### src/rtl/sqk_pkg.sv
`timescale 1ns / 1ps
`default_nettype none

package sqk_pkg;

  localparam int DEPTH_DEF   = 16;
  localparam int ID_BITS_DEF = 8;

  localparam int OP_W   = 3;
  localparam int IN_ID_W = 8;
  localparam int KEY_W  = 64;
  localparam int ST_W   = 2;
  localparam int OUT_ID_W = 8;
  localparam int OCC_W  = 5;

  typedef enum logic [OP_W-1:0] {
    OP_INS_SORT  = 3'd0,
    OP_INS_TAIL  = 3'd1,
    OP_DEL_ID    = 3'd2,
    OP_GET_HEAD  = 3'd3,
    OP_PEEK_HEAD = 3'd4,
    OP_CLEAR     = 3'd5
  } op_t;

  typedef enum logic [ST_W-1:0] {
    STS_OK     = 2'd0,
    STS_NODATA = 2'd1,
    STS_FULL   = 2'd2
  } status_t;

  typedef enum logic [1:0] {
    ST_IDLE,
    ST_WALK,
    ST_FIN
  } state_t;

  // Result of one pass through the shared compare unit.
  typedef struct packed {
    logic key_le;
    logic id_eq;
  } cmp_res_t;

endpackage

`default_nettype wire

### src/rtl/sqk_ram.sv
`timescale 1ns / 1ps
`default_nettype none

module sqk_ram #(
  parameter int DEPTH = sqk_pkg::DEPTH_DEF,
  parameter int WIDTH = sqk_pkg::ID_BITS_DEF + sqk_pkg::KEY_W
) (
  input  wire logic                     clk,
  input  wire logic                     we,
  input  wire logic [$clog2(DEPTH)-1:0] waddr,
  input  wire logic [WIDTH-1:0]         wdata,
  input  wire logic                     rd_en,
  input  wire logic [$clog2(DEPTH)-1:0] raddr,
  output logic      [WIDTH-1:0]         rdata
);

  logic [WIDTH-1:0] mem [DEPTH];

  always_ff @(posedge clk) begin
    if (we) begin
      mem[waddr] <= wdata;
    end
  end

  always_ff @(posedge clk) begin
    if (rd_en) begin
      rdata <= mem[raddr];
    end
  end

endmodule

`default_nettype wire

### src/rtl/sqk_cmp.sv
`timescale 1ns / 1ps
`default_nettype none

module sqk_cmp #(
  parameter int ID_BITS = sqk_pkg::ID_BITS_DEF
) (
  input  wire logic [ID_BITS-1:0]       entry_id,
  input  wire logic [sqk_pkg::KEY_W-1:0] entry_key,
  input  wire logic [ID_BITS-1:0]       ref_id,
  input  wire logic [sqk_pkg::KEY_W-1:0] ref_key,
  output sqk_pkg::cmp_res_t             res
);

  // Unsigned key order and id match for the entry under the walk.
  always_comb begin
    res.key_le = (entry_key <= ref_key);
    res.id_eq  = (entry_id == ref_id);
  end

endmodule

`default_nettype wire

### src/rtl/sorted_key_queue.sv
`timescale 1ns / 1ps
`default_nettype none
// Sorted insert, delete and get walk the stored entries, one entry read per cycle through the single
// memory read port; tail insert skips the reads, and peek, clear, full, empty get and unknown
// operations go straight to the finish step, which waits while an earlier result is untaken.
// Throughput: one item at a time; in_ready returns as the result register loads.
// Reset (synchronous, active low) empties the queue at once; entry storage is not cleared.
module sorted_key_queue #(
  parameter int DEPTH   = sqk_pkg::DEPTH_DEF,
  parameter int ID_BITS = sqk_pkg::ID_BITS_DEF
) (
  input  wire logic                          clk,
  input  wire logic                          rst_n,
  input  wire logic                          in_valid,
  output logic                               in_ready,
  input  wire logic [sqk_pkg::OP_W-1:0]      in_operation,
  input  wire logic [sqk_pkg::IN_ID_W-1:0]   in_item_id,
  input  wire logic [sqk_pkg::KEY_W-1:0]     in_key,
  output logic                               out_valid,
  input  wire logic                          out_ready,
  output logic [sqk_pkg::ST_W-1:0]           out_status,
  output logic [sqk_pkg::OUT_ID_W-1:0]       out_id,
  output logic [sqk_pkg::KEY_W-1:0]          out_key,
  output logic [sqk_pkg::OCC_W-1:0]          out_occupancy
);

  localparam int AW = $clog2(DEPTH);
  localparam int CW = $clog2(DEPTH + 1);
  localparam int KW = sqk_pkg::KEY_W;
  localparam int EW = ID_BITS + KW;

  // Sequencer state
  sqk_pkg::state_t  state_r, state_nxt;
  sqk_pkg::op_t     op_r, op_nxt;
  sqk_pkg::status_t status_r, status_nxt;

  // Latched item
  logic [ID_BITS-1:0] id_r, id_nxt;
  logic [KW-1:0]      key_r, key_nxt;

  // Walk control: ridx is the next read address, pidx the address of the data now arriving
  logic [CW-1:0] ridx_r, ridx_nxt;
  logic [AW-1:0] pidx_r, pidx_nxt;
  logic          pvld_r, pvld_nxt;
  logic          found_r, found_nxt;
  logic [EW-1:0] carry_r, carry_nxt;
  logic [EW-1:0] pop_r, pop_nxt;

  // Queue state; head mirrors entry 0 so the result never needs an extra read
  logic [CW-1:0] count_r, count_nxt;
  logic [EW-1:0] head_r, head_nxt;

  // Result register
  logic                         out_valid_r, out_valid_nxt;
  sqk_pkg::status_t             out_status_r, out_status_nxt;
  logic [sqk_pkg::OUT_ID_W-1:0] out_id_r, out_id_nxt;
  logic [KW-1:0]                out_key_r, out_key_nxt;
  logic [sqk_pkg::OCC_W-1:0]    out_occ_r, out_occ_nxt;

  // Memory and compare unit hookup
  logic          mem_we;
  logic [AW-1:0] mem_waddr;
  logic [EW-1:0] mem_wdata;
  logic          mem_ren;
  logic [AW-1:0] mem_raddr;
  logic [EW-1:0] mem_rdata;
  sqk_pkg::cmp_res_t cmp_res;

  logic          full;
  logic          match;
  logic [EW-1:0] res_entry;
  logic [ID_BITS-1:0] in_id_cut;

  sqk_ram #(
    .DEPTH (DEPTH),
    .WIDTH (EW)
  ) u_ram (
    .clk   (clk),
    .we    (mem_we),
    .waddr (mem_waddr),
    .wdata (mem_wdata),
    .rd_en (mem_ren),
    .raddr (mem_raddr),
    .rdata (mem_rdata)
  );

  // One compare unit, reused for every entry the walk reads back
  sqk_cmp #(
    .ID_BITS (ID_BITS)
  ) u_cmp (
    .entry_id  (mem_rdata[KW +: ID_BITS]),
    .entry_key (mem_rdata[KW-1:0]),
    .ref_id    (id_r),
    .ref_key   (key_r),
    .res       (cmp_res)
  );

  assign in_id_cut = ID_BITS'(in_item_id);
  assign full      = (count_r == CW'(DEPTH));
  assign in_ready  = (state_r == sqk_pkg::ST_IDLE);

  // Get removes at the head; delete removes at the first id match from the head.
  assign match = (op_r == sqk_pkg::OP_GET_HEAD) ? (pidx_r == '0) : cmp_res.id_eq;

  // The popped entry for a successful get, otherwise the head after the operation
  always_comb begin
    if (op_r == sqk_pkg::OP_GET_HEAD && status_r == sqk_pkg::STS_OK) begin
      res_entry = pop_r;
    end else if (count_r != '0) begin
      res_entry = head_r;
    end else begin
      res_entry = '0;
    end
  end

  always_comb begin
    state_nxt      = state_r;
    op_nxt         = op_r;
    status_nxt     = status_r;
    id_nxt         = id_r;
    key_nxt        = key_r;
    ridx_nxt       = ridx_r;
    pidx_nxt       = pidx_r;
    pvld_nxt       = pvld_r;
    found_nxt      = found_r;
    carry_nxt      = carry_r;
    pop_nxt        = pop_r;
    count_nxt      = count_r;
    head_nxt       = head_r;
    out_valid_nxt  = out_valid_r;
    out_status_nxt = out_status_r;
    out_id_nxt     = out_id_r;
    out_key_nxt    = out_key_r;
    out_occ_nxt    = out_occ_r;
    mem_we         = 1'b0;
    mem_waddr      = '0;
    mem_wdata      = '0;
    mem_ren        = 1'b0;
    mem_raddr      = ridx_r[AW-1:0];

    // Drop the result once it is taken
    if (out_valid_r && out_ready) begin
      out_valid_nxt = 1'b0;
    end

    case (state_r)
      sqk_pkg::ST_IDLE: begin
        if (in_valid) begin
          op_nxt     = sqk_pkg::op_t'(in_operation);
          id_nxt     = in_id_cut;
          key_nxt    = in_key;
          carry_nxt  = {in_id_cut, in_key};
          found_nxt  = 1'b0;
          pvld_nxt   = 1'b0;
          ridx_nxt   = '0;
          status_nxt = sqk_pkg::STS_OK;
          case (sqk_pkg::op_t'(in_operation))
            sqk_pkg::OP_INS_SORT: begin
              if (full) begin
                status_nxt = sqk_pkg::STS_FULL;
                state_nxt  = sqk_pkg::ST_FIN;
              end else begin
                state_nxt = sqk_pkg::ST_WALK;
              end
            end
            sqk_pkg::OP_INS_TAIL: begin
              // Start the walk at the end: no reads, only the final write
              ridx_nxt = count_r;
              if (full) begin
                status_nxt = sqk_pkg::STS_FULL;
                state_nxt  = sqk_pkg::ST_FIN;
              end else begin
                state_nxt = sqk_pkg::ST_WALK;
              end
            end
            sqk_pkg::OP_DEL_ID: begin
              state_nxt = sqk_pkg::ST_WALK;
            end
            sqk_pkg::OP_GET_HEAD: begin
              if (count_r == '0) begin
                status_nxt = sqk_pkg::STS_NODATA;
                state_nxt  = sqk_pkg::ST_FIN;
              end else begin
                state_nxt = sqk_pkg::ST_WALK;
              end
            end
            sqk_pkg::OP_PEEK_HEAD: begin
              if (count_r == '0) begin
                status_nxt = sqk_pkg::STS_NODATA;
              end
              state_nxt = sqk_pkg::ST_FIN;
            end
            sqk_pkg::OP_CLEAR: begin
              count_nxt = '0;
              state_nxt = sqk_pkg::ST_FIN;
            end
            default: begin
              status_nxt = sqk_pkg::STS_NODATA;
              state_nxt  = sqk_pkg::ST_FIN;
            end
          endcase
        end
      end

      sqk_pkg::ST_WALK: begin
        // Issue the next read while the previous one is evaluated
        pvld_nxt = (ridx_r < count_r);
        if (ridx_r < count_r) begin
          mem_ren  = 1'b1;
          ridx_nxt = ridx_r + CW'(1);
          pidx_nxt = ridx_r[AW-1:0];
        end

        if (pvld_r) begin
          if (op_r == sqk_pkg::OP_INS_SORT) begin
            // From the first larger key on, write the carried entry and carry the one read
            if (found_r || !cmp_res.key_le) begin
              mem_we    = 1'b1;
              mem_waddr = pidx_r;
              mem_wdata = carry_r;
              carry_nxt = mem_rdata;
              found_nxt = 1'b1;
            end
          end else begin
            // After the removed entry, move every entry up by one
            if (found_r) begin
              mem_we    = 1'b1;
              mem_waddr = pidx_r - AW'(1);
              mem_wdata = mem_rdata;
            end else if (match) begin
              found_nxt = 1'b1;
              pop_nxt   = mem_rdata;
            end
          end
        end else if (ridx_r == count_r) begin
          // Walk done: finish the operation
          if (op_r == sqk_pkg::OP_INS_SORT || op_r == sqk_pkg::OP_INS_TAIL) begin
            mem_we    = 1'b1;
            mem_waddr = count_r[AW-1:0];
            mem_wdata = carry_r;
            count_nxt = count_r + CW'(1);
          end else if (found_r) begin
            count_nxt = count_r - CW'(1);
          end else begin
            status_nxt = sqk_pkg::STS_NODATA;
          end
          state_nxt = sqk_pkg::ST_FIN;
        end
      end

      sqk_pkg::ST_FIN: begin
        // Hold until the result register is free
        if (!out_valid_r || out_ready) begin
          out_valid_nxt  = 1'b1;
          out_status_nxt = status_r;
          out_id_nxt     = sqk_pkg::OUT_ID_W'(res_entry[KW +: ID_BITS]);
          out_key_nxt    = res_entry[KW-1:0];
          out_occ_nxt    = sqk_pkg::OCC_W'(count_r);
          state_nxt      = sqk_pkg::ST_IDLE;
        end
      end

      default: begin
        state_nxt = sqk_pkg::ST_IDLE;
      end
    endcase

    // Any write to entry 0 is the new head
    if (mem_we && mem_waddr == '0) begin
      head_nxt = mem_wdata;
    end
  end

  always_ff @(posedge clk) begin
    if (!rst_n) begin
      state_r     <= sqk_pkg::ST_IDLE;
      count_r     <= '0;
      pvld_r      <= 1'b0;
      found_r     <= 1'b0;
      out_valid_r <= 1'b0;
    end else begin
      state_r     <= state_nxt;
      count_r     <= count_nxt;
      pvld_r      <= pvld_nxt;
      found_r     <= found_nxt;
      out_valid_r <= out_valid_nxt;
    end
  end

  always_ff @(posedge clk) begin
    op_r         <= op_nxt;
    status_r     <= status_nxt;
    id_r         <= id_nxt;
    key_r        <= key_nxt;
    ridx_r       <= ridx_nxt;
    pidx_r       <= pidx_nxt;
    carry_r      <= carry_nxt;
    pop_r        <= pop_nxt;
    head_r       <= head_nxt;
    out_status_r <= out_status_nxt;
    out_id_r     <= out_id_nxt;
    out_key_r    <= out_key_nxt;
    out_occ_r    <= out_occ_nxt;
  end

  assign out_valid     = out_valid_r;
  assign out_status    = out_status_r;
  assign out_id        = out_id_r;
  assign out_key       = out_key_r;
  assign out_occupancy = out_occ_r;

  // The queue never holds more than DEPTH entries
  a_count_bound: assert property (@(posedge clk) disable iff (!rst_n)
    count_r <= CW'(DEPTH))
    else $error("entry count above depth");

  // A result appears only out of the finish step
  a_out_from_fin: assert property (@(posedge clk) disable iff (!rst_n)
    $rose(out_valid_r) |-> $past(state_r == sqk_pkg::ST_FIN))
    else $error("result loaded outside finish step");

  // A full report carries a full queue
  a_full_occ: assert property (@(posedge clk) disable iff (!rst_n)
    (out_valid_r && out_status_r == sqk_pkg::STS_FULL) |-> (out_occ_r == sqk_pkg::OCC_W'(DEPTH)))
    else $error("full status with queue not full");

  // Storage is written only during a walk
  a_no_idle_write: assert property (@(posedge clk) disable iff (!rst_n)
    (state_r != sqk_pkg::ST_WALK) |-> !mem_we)
    else $error("memory write outside walk");

endmodule

`default_nettype wire

### config.mk
export PLATFORM = sky130hd
export DESIGN_NAME = sorted_key_queue
export DESIGN_NICKNAME = d
export VERILOG_FILES = /design/src/rtl/sqk_pkg.sv /design/src/rtl/sqk_ram.sv /design/src/rtl/sqk_cmp.sv /design/src/rtl/sorted_key_queue.sv
export SDC_FILE = /design/constraint.sdc
export NUM_CORES = 2
export LEC_CHECK = 0
export BUFFER_PORTS_ARGS = -buffer_cell sky130_fd_sc_hd__buf_4
export CELL_PAD_IN_SITES_DETAIL_PLACEMENT = 0
export CELL_PAD_IN_SITES_GLOBAL_PLACEMENT = 1
export CORE_MARGIN = 3
export CORE_UTILIZATION = 30
export CTS_BUF_LIST = sky130_fd_sc_hd__clkbuf_16
export CTS_CLUSTER_DIAMETER = 30
export DETAILED_ROUTE_END_ITERATION = 12
export PLACE_DENSITY_LB_ADDON = 0.1
export SLEW_MARGIN = 40
export SYNTH_ARGS = -nofsm -noshare
export SYNTH_HDL_FRONTEND = slang
export SYNTH_SLANG_ARGS = --single-unit
### constraint.sdc
create_clock -name clk -period 10.26 [get_ports clk]
set_input_delay 1.026 -clock clk [delete_from_list [all_inputs] [get_ports clk]]
set_output_delay 1.026 -clock clk [all_outputs]
set_load 0.02 [all_outputs]
Yosys cells after proc, flatten, opt, wreduce, memory -nomap -nowiden
Memory sizes are Yosys's and may differ from the RTL's. A register that Yosys moved wholly into a read port is not among the register bits.
Cells that the tools add are included.
{"block": "totals", "latchBits": 0, "ramBits": 1152, "rom_bits": 0, "wordCells": 155, "register_bits": 391, "n_memories": 1, "out_inout_bits": 81, "in_bits": 79}
{"name": "u_ram.mem", "depth": 16, "width": 72, "read_ports": 1, "rd_clocked_by_memory_dff": 1, "wr": 1, "line_no": "sqk_ram.sv:17", "source": "logic [WIDTH-1:0] mem [DEPTH];"}
{"block": "op_classes", "bitwise": 2, "n_eq_ne": 25, "mul": 0, "order_cmp": 2, "n_mux": 72, "shifts": 0, "n_div": 0, "n_addsub": 4, "reduce_logical": 31}
{"operator": "$mux 72", "count": 13}
{"operator": "$pmux 72 s2", "count": 1}
{"operator": "$le 64x64->1", "count": 1}
{"operator": "$mux 5", "count": 9}
{"operator": "$mux 4", "count": 7}
{"operator": "$mux 2", "count": 12}
{"operator": "$mux 1", "count": 22}
{"operator": "$ne 2x2->1 const B", "count": 10}
{"operator": "$pmux 5 s2", "count": 2}
{"operator": "$pmux 2 s3", "count": 3}
{"operator": "$reduce_and 6->1", "count": 2}
{"operator": "$add 5x1->5 const B", "count": 2}
{"operator": "$reduce_and 5->1", "count": 2}
{"operator": "$eq 3x2->1 const B", "count": 3}
{"operator": "$eq 8x8->1", "count": 1}
{"operator": "$logic_not 4->1", "count": 2}
{"operator": "$reduce_and 2->1", "count": 4}
{"operator": "$reduce_and 4->1", "count": 2}
{"operator": "$eq 3x1->1 const B", "count": 2}
{"operator": "$eq 3x3->1 const B", "count": 2}
{"operator": "$logic_not 3->1", "count": 2}
{"operator": "$ne 3x3->1 const B", "count": 2}
{"operator": "$reduce_or 2->1", "count": 3}
{"operator": "$eq 5x5->1", "count": 1}
{"operator": "other kinds (18)", "count": 26}

Logic depth before layout (Yosys ltp)
{"block": "depth", "depth_word": 9, "ltp_mapped": 13}

Hierarchy
Synthesis repeated with hierarchy kept, for this count alone.
{"block": "unflattened", "cells_unflattened": 3036, "hier_area_um2": 61928.1}
{"module": "sqk_ram", "area_per_inst_um2": 45270.9, "n_inst": 1, "cells_per_inst": 1850}
{"module": "sorted_key_queue", "area_per_inst_um2": 14961.8, "n_inst": 1, "cells_per_inst": 948}
{"module": "sqk_cmp", "area_per_inst_um2": 1695.4, "n_inst": 1, "cells_per_inst": 238}

Worst setup path after synthesis
No wires, ideal clock.
{"block": "synth_path", "kind": "flip-flop to flip-flop", "from": "register ridx_r[0]", "to": "memory u_ram.mem[5][0] (netlist bit) (enable)", "arrival_time_ns": 8.141, "path_buffers": 3, "setup_time_ns": 0.606, "slack_ns": 1.513, "path_stages_with_launch": 14, "cell_sequence": "edfxtp_1 clkbuf_1 clkbuf_1 buf_1 inv_1 ha_1 nand2_1 or3_1 nor3_1 nand2_1 o21a_1 a41oi_1 o311ai_0 nor3b_1"}
{"block": "synth_between", "elab_chain_cells": 6}
{"element": "from (decl)", "line_no": "sorted_key_queue.sv:42", "source": "logic [CW-1:0] ridx_r, ridx_nxt;"}
{"element": "from (signal assigned)", "line_no": "sorted_key_queue.sv:295", "source": "ridx_r <= ridx_nxt;"}
{"element": "$eq 5x5->1 *", "line_no": "sorted_key_queue.sv:235", "source": "end else if (ridx_r == count_r) begin"}
{"element": "$mux 1", "line_no": "sorted_key_queue.sv:235"}
{"element": "$mux 1", "line_no": "sorted_key_queue.sv:214", "source": "if (pvld_r) begin"}
{"element": "$mux 1", "line_no": "sorted_key_queue.sv:146", "source": "case (state_r)"}
{"element": "$mux 1", "line_no": "sqk_ram.sv:20", "source": "if (we) begin"}
{"element": "$mux 1 (implied by the code)", "line_no": "sqk_ram.sv:21", "source": "mem[waddr] <= wdata;"}
{"element": "to (decl)", "line_no": "sqk_ram.sv:17"}
Every way passes the cells marked *; elsewhere a longest branch is shown, timed or not.

Final worst setup path
{"block": "layout_path", "from": "register u_ram.rdata[62], read port of u_ram.mem", "to": "memory u_ram.mem[2][26] (netlist bit) (enable)"}
{"block": "layout_between", "elab_chain_cells": 9}
{"element": "from (decl)", "line_no": "sqk_ram.sv:14", "source": "output logic [WIDTH-1:0] rdata"}
{"element": "$le 64x64->1 *", "line_no": "sqk_cmp.sv:16", "source": "res.key_le = (entry_key <= ref_key);"}
{"element": "$logic_not 1->1 *", "line_no": "sorted_key_queue.sv:217", "source": "if (found_r || !cmp_res.key_le) begin"}
{"element": "$logic_or 1x1->1 *", "line_no": "sorted_key_queue.sv:217"}
{"element": "$mux 1", "line_no": "sorted_key_queue.sv:217"}
{"element": "$mux 1", "line_no": "sorted_key_queue.sv:215", "source": "if (op_r == sqk_pkg::OP_INS_SORT) begin"}
{"element": "$mux 1", "line_no": "sorted_key_queue.sv:214"}
{"element": "$mux 1", "line_no": "sorted_key_queue.sv:146"}
{"element": "$mux 1", "line_no": "sqk_ram.sv:20"}
{"element": "$mux 1 (implied by the code)", "line_no": "sqk_ram.sv:21"}
Marked as above.

==> flow_summary_export.csv <==
group,metric,value,unit
clocking,cts_buffer_depth,4,
run,max_cap_viol_count,0,
yosys,synthCells,2827,
timing,fin_crit_sh,0.535,
worst_setup_path,crit_required,10770,ps
yosys,synth.area.top_cells,"edfxtp_1 (77%), mux4_2 (14%), ha_1 (1.6%)",
worst_setup_path,cp-end-kind,"flip-flop",
yosys,yosysTopAreaCellShare,0.767,
clocking,cts-root-buf,"clkbuf_16",
timing,slew-limit-headroom,0.411,
floorplan,chipHeight,453,um
power_and_ir_drop,power.density,258,nW/um^2
clocking,post-cts-setup-buffers,0,
yosys,ys.flop_type,"edfxtp_1",
yosys,syn_avg_cell_area,21.2,um^2
power_and_ir_drop,leakagePower,23.8,nW
clocking,cts_resized,0,
worst_setup_path,crit_top_cell,"buf_4",
global_route,grt_max_degree,116,
yosys,yosysSeqAreaShare,0.770,
clocking,cts_tree,"built",
floorplan,die_area,205000,um^2
power_and_ir_drop,vdd.ir_drop.worst,220,uV
clocking,cts.sinks,1543,
yosys,synth-simple-area-share,0.0260,
finish,area_growth,31.2,%
yosys,synth_fa_ha_area_frac,0.0164,
worst_setup_path,critPathKind,"flip-flop to flip-flop",
placement,dp_hpwl,97.1,mm
floorplan,core.rowCount,163,
worst_setup_path,crit_path_max_fanout,33,
worst_setup_path,ff2ff_path_depth,12,
global_route,grt_pass1_wl,258,mm
yosys,synth-compound-area-share,0.0336,
yosys,syn_nets,2984,
yosys,synth_xor_area_frac,0.00234,
timing,fin_skew,95.6,ps
finish,nets,3484,
clocking,numCtsBuffers,395,
drt,drtAntennaViolNets,0,
clocking,clk_pin_slew_worst_paths,50,ps
worst_setup_path,cpMaxStageDelayCell,"buf_4",
clocking,h-tree-depth,5,
worst_hold_path,holdCritPathClass,"input pin to flip-flop",
floorplan,ios,160,
placement,port_buffers,159,
worst_setup_path,r2r_slack,4770,ps
drt,routedWlPerCell,28.8,um
global_route,grt_pass1_vias,34000,
yosys,yosysWarnings,0,
finish,nFillCells,17600,
drt,dr.pass1.iters,5,
timing,setup_viol_count_final,0,
yosys,yosysMostFrequentCell,"edfxtp_1",
drt,num_vias,31000,
drt,drtIter0Drc,2244,
drt,vias_per_cell,4.94,
timing,max_freq,0.182,GHz
worst_setup_path,cpPeakStageDelay,750,ps
placement,gp_congestion,0.751,
global_route,antenna_found_initial,5,
timing,drv_slew,0,
drt,drc,0,
yosys,synth-edff-count,1533,
floorplan,die_width,453,um
yosys,ys_async_sr_fraction,0,
yosys,ys_ff_latch,1543,
yosys,synth_top_family_by_area,"multiplexers",
yosys,synthTopCellsByCount,"edfxtp_1 (1533), mux4_2 (360), nand2_1 (243)",
finish,drive_gt1_frac,0.346,
global_route,overflow,0,
timing,tns,0,ps
clocking,hold_buffers,0,
yosys,synth_mux_area_frac,0.136,
finish,final_util,0.397,
timing,rsz0062_at_grt,"false",
timing,tightest_slew,883,ps
clocking,clk_latency,940,ps
worst_setup_path,reg2reg_to,"u_ram.mem[2][26]",
worst_hold_path,hold_path_end,"key_r[7]",
yosys,ys_types,61,
drt,drt-total-wl,181,mm
global_route,grt_usage,0.176,
timing,period_needed,5490,ps
worst_setup_path,crit_path_start_kind,"flip-flop",
yosys,netlist_area,60000,um^2
worst_setup_path,cp.arrival,6000,ps
timing,final_hold_viol_count,0,
worst_hold_path,hold_depth,1,
floorplan,initial_core_util,0.303,
worst_hold_path,worstHoldStart,"in_key[7]",
worst_setup_path,path_cells,"ha_1, nand4_1, nor2_1, a221oi_2, o211ai_1, buf_4, a31oi_4, nand2_1, o21ai_2, nor3b_2, buf_4, buf_4",
worst_setup_path,rr_startpoint,"u_ram.rdata[62]",
outcome,status,"completed",
yosys,yosys.area.top_type,"edfxtp_1",
floorplan,core,198000,um^2
[through the flow]
| step | power, mW | cells | area, um^2 | worst slack, ps | hold slack [ps] |
|---|---|---|---|---|---|
| floorplan | 7.50 | 2827 | 60000 | 1510 | 428 |
| global placement | 7.78 | 5566 | 64700 | 4010 | 475 |
| detailed placement | 7.79 | 5568 | 64900 | 4650 | 481 |
| CTS | 20.6 | 6278 | 78600 | 4630 | 197 |
| global route | 21.0 | 6280 | 78700 | 4510 | 225 |
| finish | 20.3 | 6282 | 78700 | 4770 | 289 |
[cell type report]
class	instances	area, um^2	area share
antenna	2	5.00	0.0000636
clock buffer	399	9980	0.127
clock inverter	311	3730	0.0474
inverter	84	323	0.00410
multi-input combinational	1058	13100	0.166
sequential	1543	46200	0.587
tap	2640	3300	0.0420
timing repair buffer	245	2070	0.0263
[worst max-delay path, delay by kind of cell (launching register included)]
family                   cells  cell delay [ps]
AO/OA/AOI/OAI                4             1640
buffers and inverters        3             1500
AND/OR/NAND/NOR              4             1090
flip-flops                   1              440
adder cells (fa/ha/maj)      1              350
[worst max path at each step]
stage | startpoint | to | slack, ps | depth (start not counted)
global route | u_ram.rdata[62] | u_ram.mem[2][12] | 4510 | 12
CTS | u_ram.rdata[62] | u_ram.mem[2][12] | 4630 | 12
detailed placement | u_ram.rdata[62] | u_ram.mem[2][20] | 4650 | 12
finish | u_ram.rdata[62] | u_ram.mem[2][26] | 4770 | 12
global placement | u_ram.rdata[62] | u_ram.mem[3][13] | 4010 | 12
floorplan | ridx_r[0] | u_ram.mem[5][0] | 1510 | 13
[registers in the layout (all words and copies together) (netlist names), 5 cells and up]
name / count
u_ram.rdata: 72
pop_r: 72
key_r: 64
out_key: 64
carry_r: 72
ridx_r: 5
head_r: 71
id_r: 8
count_r: 5
out_occupancy: 5
out_id: 8
u_ram.mem: 1081
[cells by family (layout without fill, tap and decap cells)]
family	count (synthesis)	after routing
buffers and inverters	226	1039
DFF	1543	1543
other	0	2
adders and majority gates	78	78
and+or+nand+nor	356	356
muxes	363	363
xor gates and xnor gates	16	16
AOI/OAI and AO/OA	245	245
[report_power, final]
group | internal, mW | switching, mW | leakage [nW] | total [mW]
logic | 0.232 | 0.426 | 5.31 | 0.658
clock network | 9.02 | 3.65 | 6.78 | 12.7
registers | 6.97 | 0.0333 | 11.7 | 7.01
[metal layers]
| metal | vias to the layer above | GRT usage | part of all wire |
|---|---|---|---|
| li1 | 13000 | - | - |
| met1 | 16800 | 0.226 | 0.42 |
| met2 | 871 | 0.302 | 0.51 |
| met3 | 304 | 0.0344 | 0.045 |
| met4 | 0 | 0.0558 | 0.025 |
| met5 | - | 0 | 0 |
[cells in the final DEF (no fill, tap or decap), types with 6 or more instances in the layout]
master,count
clkinv_2,61
nand4_1,19
nor2_1,16
clkbuf_16,399
clkinv_1,56
edfxtp_1,1533
dfxtp_1,10
inv_1,128
buf_4,209
a32o_1,72
a22o_1,72
nor3_1,8
a21oi_1,34
nor3b_2,8
o21ai_0,16
ha_1,77
nor3_2,9
clkinvlp_4,40
nand2_1,243
inv_6,8
bufinv_16,82
buf_6,28
nand3_1,16
xor2_1,11
a21boi_0,6
clkinv_4,14
mux4_2,360
Note: power is estimated with default switching activity, not from simulation.
